`src/design/lkvc_pkg.sv`:
```
// Package for the LRU key/value cache: operation codes, field widths and
// the configuration reset value. No dependencies.
`default_nettype none

package lkvc_pkg;

    // Field widths of the stream items and the configuration register
    localparam int KEY_W = 32;
    localparam int VAL_W = 32;
    localparam int CAP_W = 5;

    // Capacity after reset
    localparam logic [CAP_W-1:0] CAP_RESET = 5'd16;

    // Operation carried in tuser of the request stream
    typedef enum logic [0:0] {
        OP_GET = 1'b0,
        OP_PUT = 1'b1
    } op_t;

endpackage : lkvc_pkg

`default_nettype wire

```
`src/design/lru_key_value_cache_top.sv`:
```
// LRU key/value cache, top level: request register, parallel key match,
// recency rank update and result register. Depends on lkvc_pkg.
//
// Use of the block:
// - Requests come in on the s_ stream. s_tuser holds the operation (get or
//   put) and s_tdata holds the key and the value. A get gives one result item
//   on the m_ stream; a put gives none.
// - In the request register, every entry compares an accepted item's key at
//   once and the ranks are updated. A get's result is then loaded into the
//   result register, which drives m_tvalid and the rest of the m_ stream.
// - Throughput is one item per cycle while no get waits on a stalled
//   receiver. It is set by the single pass through the key comparators and
//   the rank update logic; the state is written back at the end of that
//   cycle, so the next item sees it at once.
// - When the receiver stalls, the result waits in the result register; puts
//   still go through, and a get waits in the request register until the
//   result register frees, which then holds back s_tready.
// - The capacity must be written through cfg_we/cfg_wdata only while the
//   block is idle; the user is bound by this, the block does not enforce it.
//   Reset empties the cache and sets the capacity to 16.
`default_nettype none

module lru_key_value_cache_top #(
    parameter int ENTRIES = 16
) (
    input  wire logic        clk,
    input  wire logic        rst_n,
    // Request stream
    input  wire logic        s_tvalid,
    output logic             s_tready,
    input  wire logic [63:0] s_tdata,   // [31:0] key, [63:32] value
    input  wire logic [0:0]  s_tuser,   // [0] operation
    // Result stream
    output logic             m_tvalid,
    input  wire logic        m_tready,
    output logic [31:0]      m_tdata,   // [31:0] read_value
    output logic [0:0]       m_tuser,   // [0] hit
    // Configuration
    input  wire logic        cfg_we,
    input  wire logic [4:0]  cfg_wdata  // [4:0] capacity
);

    localparam int RANK_W = (ENTRIES > 1) ? $clog2(ENTRIES) : 1;
    localparam int CNT_W  = $clog2(ENTRIES + 1);

    // Configuration register
    logic [lkvc_pkg::CAP_W-1:0] capacity_reg;

    // Request register
    logic                       stg_valid_reg;
    lkvc_pkg::op_t              stg_op_reg;
    logic [lkvc_pkg::KEY_W-1:0] stg_key_reg;
    logic [lkvc_pkg::VAL_W-1:0] stg_val_reg;

    // Result register
    logic                       out_valid_reg;
    logic                       out_hit_reg;
    logic [lkvc_pkg::VAL_W-1:0] out_data_reg;

    // Entry state
    logic [ENTRIES-1:0]         valid_reg;
    logic [ENTRIES-1:0]         valid_next;
    logic [RANK_W-1:0]          rank_reg  [ENTRIES];
    logic [RANK_W-1:0]          rank_next [ENTRIES];
    logic [lkvc_pkg::KEY_W-1:0] key_reg   [ENTRIES];
    logic [lkvc_pkg::VAL_W-1:0] value_reg [ENTRIES];
    logic [CNT_W-1:0]           occ_reg;
    logic [CNT_W-1:0]           occ_next;

    // Working signals of the single pass
    logic                       advance;
    logic                       load_result;
    logic [ENTRIES-1:0]         match;
    logic                       hit;
    logic [RANK_W-1:0]          hit_rank;
    logic [lkvc_pkg::VAL_W-1:0] hit_value;
    logic [CNT_W-1:0]           eff_cap;
    logic                       need_evict;
    logic [RANK_W-1:0]          oldest_rank;
    logic [ENTRIES-1:0]         evict;
    logic [ENTRIES-1:0]         kept;
    logic [ENTRIES-1:0]         free_slots;
    logic [ENTRIES-1:0]         slot;
    logic [ENTRIES-1:0]         wr_key;
    logic [ENTRIES-1:0]         wr_val;

    // Handshake: a put always leaves the request register, a get only when
    // the result register is free or being emptied.
    assign advance     = stg_valid_reg &&
                         (stg_op_reg == lkvc_pkg::OP_PUT || !out_valid_reg || m_tready);
    assign load_result = advance && stg_op_reg == lkvc_pkg::OP_GET;
    assign s_tready    = !stg_valid_reg || advance;

    assign m_tvalid   = out_valid_reg;
    assign m_tdata    = out_data_reg;
    assign m_tuser[0] = out_hit_reg;

    // Configuration register write
    always_ff @(posedge clk or negedge rst_n)
    begin
        if (!rst_n)
        begin
            capacity_reg <= lkvc_pkg::CAP_RESET;
        end
        else if (cfg_we)
        begin
            capacity_reg <= cfg_wdata;
        end
    end

    // Request register
    always_ff @(posedge clk or negedge rst_n)
    begin
        if (!rst_n)
        begin
            stg_valid_reg <= 1'b0;
        end
        else if (s_tvalid && s_tready)
        begin
            stg_valid_reg <= 1'b1;
        end
        else if (advance)
        begin
            stg_valid_reg <= 1'b0;
        end
    end

    always_ff @(posedge clk)
    begin
        if (s_tvalid && s_tready)
        begin
            stg_op_reg  <= lkvc_pkg::op_t'(s_tuser[0]);
            stg_key_reg <= s_tdata[31:0];
            stg_val_reg <= s_tdata[63:32];
        end
    end

    // Key match against every valid entry, and selection of the hit entry.
    always_comb
    begin
        hit_rank  = '0;
        hit_value = '0;
        for (int i = 0; i < ENTRIES; i++)
        begin
            match[i] = valid_reg[i] && (key_reg[i] == stg_key_reg);
            if (match[i])
            begin
                hit_rank  = hit_rank | rank_reg[i];
                hit_value = hit_value | value_reg[i];
            end
        end
        hit = |match;
    end

    // Victim and free slot for an insert. The least recent entry is the one
    // whose rank is one below the occupied count.
    always_comb
    begin
        if (capacity_reg == '0)
        begin
            eff_cap = CNT_W'(1);
        end
        else if (32'(capacity_reg) > 32'(ENTRIES))
        begin
            eff_cap = CNT_W'(ENTRIES);
        end
        else
        begin
            eff_cap = CNT_W'(capacity_reg);
        end
        need_evict  = occ_reg >= eff_cap;
        oldest_rank = RANK_W'(occ_reg - CNT_W'(1));
        for (int i = 0; i < ENTRIES; i++)
        begin
            evict[i] = need_evict && valid_reg[i] && (rank_reg[i] == oldest_rank);
        end
        kept       = valid_reg & ~evict;
        free_slots = ~kept;
        // Lowest free slot as a one-hot vector
        slot       = free_slots & (~free_slots + ENTRIES'(1));
    end

    // Next state of the entries
    always_comb
    begin
        valid_next = valid_reg;
        rank_next  = rank_reg;
        occ_next   = occ_reg;
        wr_key     = '0;
        wr_val     = '0;
        if (advance)
        begin
            if (hit)
            begin
                // Promote the hit entry; more recent entries age by one.
                if (stg_op_reg == lkvc_pkg::OP_PUT)
                begin
                    wr_val = match;
                end
                for (int i = 0; i < ENTRIES; i++)
                begin
                    if (valid_reg[i] && rank_reg[i] < hit_rank)
                    begin
                        rank_next[i] = rank_reg[i] + RANK_W'(1);
                    end
                    if (match[i])
                    begin
                        rank_next[i] = '0;
                    end
                end
            end
            else if (stg_op_reg == lkvc_pkg::OP_PUT)
            begin
                // Insert a new key as the most recent entry.
                for (int i = 0; i < ENTRIES; i++)
                begin
                    if (kept[i])
                    begin
                        rank_next[i] = rank_reg[i] + RANK_W'(1);
                    end
                    else
                    begin
                        rank_next[i] = '0;
                    end
                end
                valid_next = kept | slot;
                occ_next   = occ_reg - CNT_W'(need_evict) + CNT_W'(1);
                wr_key     = slot;
                wr_val     = slot;
            end
        end
    end

    // Entry control state
    always_ff @(posedge clk or negedge rst_n)
    begin
        if (!rst_n)
        begin
            valid_reg <= '0;
            occ_reg   <= '0;
            for (int i = 0; i < ENTRIES; i++)
            begin
                rank_reg[i] <= '0;
            end
        end
        else
        begin
            valid_reg <= valid_next;
            occ_reg   <= occ_next;
            rank_reg  <= rank_next;
        end
    end

    // Key and value stores
    always_ff @(posedge clk)
    begin
        for (int i = 0; i < ENTRIES; i++)
        begin
            if (wr_key[i])
            begin
                key_reg[i] <= stg_key_reg;
            end
            if (wr_val[i])
            begin
                value_reg[i] <= stg_val_reg;
            end
        end
    end

    // Result register
    always_ff @(posedge clk or negedge rst_n)
    begin
        if (!rst_n)
        begin
            out_valid_reg <= 1'b0;
        end
        else if (load_result)
        begin
            out_valid_reg <= 1'b1;
        end
        else if (m_tready)
        begin
            out_valid_reg <= 1'b0;
        end
    end

    always_ff @(posedge clk)
    begin
        if (load_result)
        begin
            out_hit_reg  <= hit;
            out_data_reg <= hit ? hit_value : '0;
        end
    end

endmodule : lru_key_value_cache_top

`default_nettype wire

```
`config.mk`:
```
export PLATFORM = sky130hd
export DESIGN_NAME = lru_key_value_cache_top
export DESIGN_NICKNAME = d
export VERILOG_FILES = /design/src/design/lkvc_pkg.sv /design/src/design/lru_key_value_cache_top.sv
export SDC_FILE = /design/constraint.sdc
export NUM_CORES = 2
export LEC_CHECK = 0
export BUFFER_PORTS_ARGS = -buffer_cell sky130_fd_sc_hd__buf_2
export CAP_MARGIN = 20
export CELL_PAD_IN_SITES_DETAIL_PLACEMENT = 1
export CELL_PAD_IN_SITES_GLOBAL_PLACEMENT = 2
export CORE_MARGIN = 4
export CORE_UTILIZATION = 47
export DETAILED_ROUTE_END_ITERATION = 8
export PLACE_DENSITY_LB_ADDON = 0.12
export SLEW_MARGIN = 20
export SYNTH_ARGS = -nofsm -noshare
export SYNTH_HDL_FRONTEND = slang
export SYNTH_SLANG_ARGS = --single-unit
export TNS_END_PERCENT = 10
```
`constraint.sdc`:
```
create_clock -name clk -period 10 [get_ports clk]
set_clock_uncertainty 0.05 [all_clocks]
set_input_delay 1.5 -clock clk [delete_from_list [all_inputs] [get_ports clk]]
set_output_delay 1.5 -clock clk [all_outputs]
set_load 0.05 [all_outputs]
```
==> flow_summary.json <==
{
  "ys_types": 72,
  "hp-class": "reg2reg",
  "first_pass_iters": 5,
  "gp_congestion": 0.8161,
  "die_area_um2": 113700,
  "max_freq_mhz": 167.9,
  "cts_tree": "built",
  "antenna_cells": 0,
  "path_max_fanout": 33,
  "synth_edf_count": 1122,
  "period_minus_slack_ps": 5957,
  "numPortBuffers": 109,
  "globalRouteOverflowTotal": 0,
  "cpMostUsedCell": "buf_4",
  "slew_violations": 0,
  "core_area_um2": 107400,
  "cts_root_buffer": "clkbuf_16",
  "grt_pass1_vias": 31810,
  "clk_pin_slew_ps": 60,
  "cts_buffer_depth": 3,
  "crit_chain": "inv_1 > ha_1 > xnor2_1 > nor3_1 > a22oi_1 > nand3_1 > a31oi_1 > and2_1 > nand4_2 > nor4_2 > buf_4 > a21o_2 > buf_4",
  "synthCells": 3216,
  "power_w": 0.01313,
  "hold_viol": 0,
  "ys_warn_count": 0,
  "leakage_nw": 18.67,
  "syn_area_per_cell_um2": 15.84,
  "clk-insertion-delay-late_ps": 750,
  "dr_total_vias": 30280,
  "setup_ws_ps": 4043,
  "preCtsSetupSlack_ps": 4055,
  "post_cts.repair.setup_buffers": 0,
  "crit_type": "reg2reg",
  "synth-seq-cells": 1214,
  "fillCellCount": 9910,
  "cts_buffers": 133,
  "drc": 0,
  "grt_use_total_pct": 27.09,
  "wl_per_cell_um": 31.13,
  "p_per_area_nw_per_um2": 227.9,
  "finalSetupViolCount": 0,
  "clock-sinks": 1214,
  "synthesis.nets": 3367,
  "async_flop_share_pct": 7.578,
  "start_kind": "flop",
  "dp_hpwl_mm": 87.90,
  "num_rows": 120,
  "finalSetupTns_ps": 0,
  "htreeDepth": 4,
  "die_h_um": 337.2,
  "yosysTopAreaCellShare_pct": 66.16,
  "synthFlopType": "edfxtp_1",
  "drtIter0Drc": 3172,
  "num_io_pins": 110,
  "antenna_found_initial": 4,
  "drive_gt1_share_pct": 13.77,
  "endpoint_kind": "flop",
  "layout_common_cells": "1122 x edfxtp_1, 478 x xnor2_1, 165 x nand4_1",
  "die_w_um": 337.2,
  "rsz0062_at_grt": "false",
  "yosysTopAreaCell": "edfxtp_1",
  "via_per_inst": 6.166,
  "postRouteWirelength_mm": 152.9,
  "drv_cap": 0,
  "grt_max_degree": 126,
  "peakVddDrop_v": 0.0002019,
  "grt_pass1_wl_mm": 222.1,
  "tightestPinTransition_ps": 1099,
  "start_util_pct": 47.44,
  "status": "finished clean",
  "fin_crit_sh_pct": 59.57,
  "synth_seq_area_share_pct": 70.68,
  "required_ps": 10310,
  "ant_nets": 0,
  "synthTopCellsByArea": "edfxtp_1 66%, xnor2_1 8.3%, dfrtp_1 4.5%",
  "cts_resized": 0,
  "slew_headroom_pct": 26.53,
  "critPathMaxStageDelay_ps": 1070,
  "cts_hold_repair.buffers": 0,
  "synthToLayoutAreaGrowth_pct": 13.07,
  "synth_area_um2": 50930,
  "layout_commonest_cell": "edfxtp_1",
  "arrival_ps": 6270,
  "final_nets": 3552,
  "slowest_stage": "ha_1"
}
[synth_stat cells (39+ instances only)]
library cell / number
a21oi_1: 67
a221oi_1: 124
a22o_1: 127
buf_4: 39
clkbuf_1: 65
dfrtp_1: 91
edfxtp_1: 1122
ha_1: 76
inv_1: 48
nand2_1: 68
nand2b_1: 55
nand3_1: 54
nand4_1: 165
nor2_1: 69
o21ai_0: 101
xnor2_1: 480
xor2_1: 68
[cell families after synthesis]
group	share of synthesized area (%)
buffers and inverters	2.226
AO/OA/AOI/OAI	8.754
multiplexers	0.1081
flip-flops	70.68
AND/OR/NAND/NOR	6.447
adder cells (fa/ha/maj)	1.867
XOR/XNOR	9.916
[final cells by class]
cell class / count / area (um^2) / share of cell area, %
repair buffers: 210 / 1323 / 2.297
multi-input cells: 1793 / 14030 / 24.36
inverters: 49 / 183.9 / 0.3194
clock buffers: 175 / 3677 / 6.386
clock inverters: 66 / 620.6 / 1.078
well taps: 1403 / 1755 / 3.049
flip-flops and latches: 1214 / 36000 / 62.51
[path summary, 6_finish.rpt]
| kind | startpoint | cells after the start | endpoint | slack, ps |
|---|---|---|---|---|
| worst max-delay path | occ_reg[0]$_DFFE_PN0P_ | 13 | value_reg[1][234]$_DFFE_PP_ | 4040 |
| worst min-delay path | occ_reg[4]$_DFFE_PN0P_ | 1 | occ_reg[4]$_DFFE_PN0P_ | 430 |
| worst max register to register | occ_reg[0]$_DFFE_PN0P_ | 13 | value_reg[1][234]$_DFFE_PP_ | 4040 |
| worst min register to register | occ_reg[4]$_DFFE_PN0P_ | 1 | occ_reg[4]$_DFFE_PN0P_ | 430 |
| max in group asynchronous | rst_n | 2 | rank_reg[10]$_DFFE_PN0P_ | 7970 |
| min in group asynchronous | rst_n | 1 | rank_reg[40]$_DFFE_PN0P_ | 710 |
[where the power goes]
group	leakage (nW)	switching (W)	total (W)	internal, W
sequential	11.3	0.000464	0.00638	0.00592
combinational	5.24	0.00119	0.00191	0.000714
clock	2.09	0.00199	0.00484	0.00285
total	18.7	0.00364	0.0131	0.00948
[worst max-delay path: cells and delay by family, from the launching register on]
kind            cells  cell delay, ps
flops               1             820
simple gates        5            1360
xor+xnor            1             200
buf+inv             3            1220
fa+ha+maj           1            1070
compound gates      3             840
[per-layer routing]
layer  vias to the layer above  GRT usage, %  share of wire (%)
met2                      1067         44.21                 48
met3                       210         4.230                6.4
met1                     16040         38.75                 44
met4                         0         6.079                1.9
li1                      12960             -                  -
met5                         -             0                  0
[stage by stage]
stage	utilization (%)	cells	cell area [um^2]	hold slack (ps)
detailed placement	49.61	4668	53260	428.1
CTS	53.62	4909	57560	438.4
finish	53.64	4910	57580	428.8
global route	53.64	4910	57580	475.9
global placement	49.60	4668	53250	433.5
floorplan	-	3216	50930	399.0
Power figures use the tool's default switching activity.
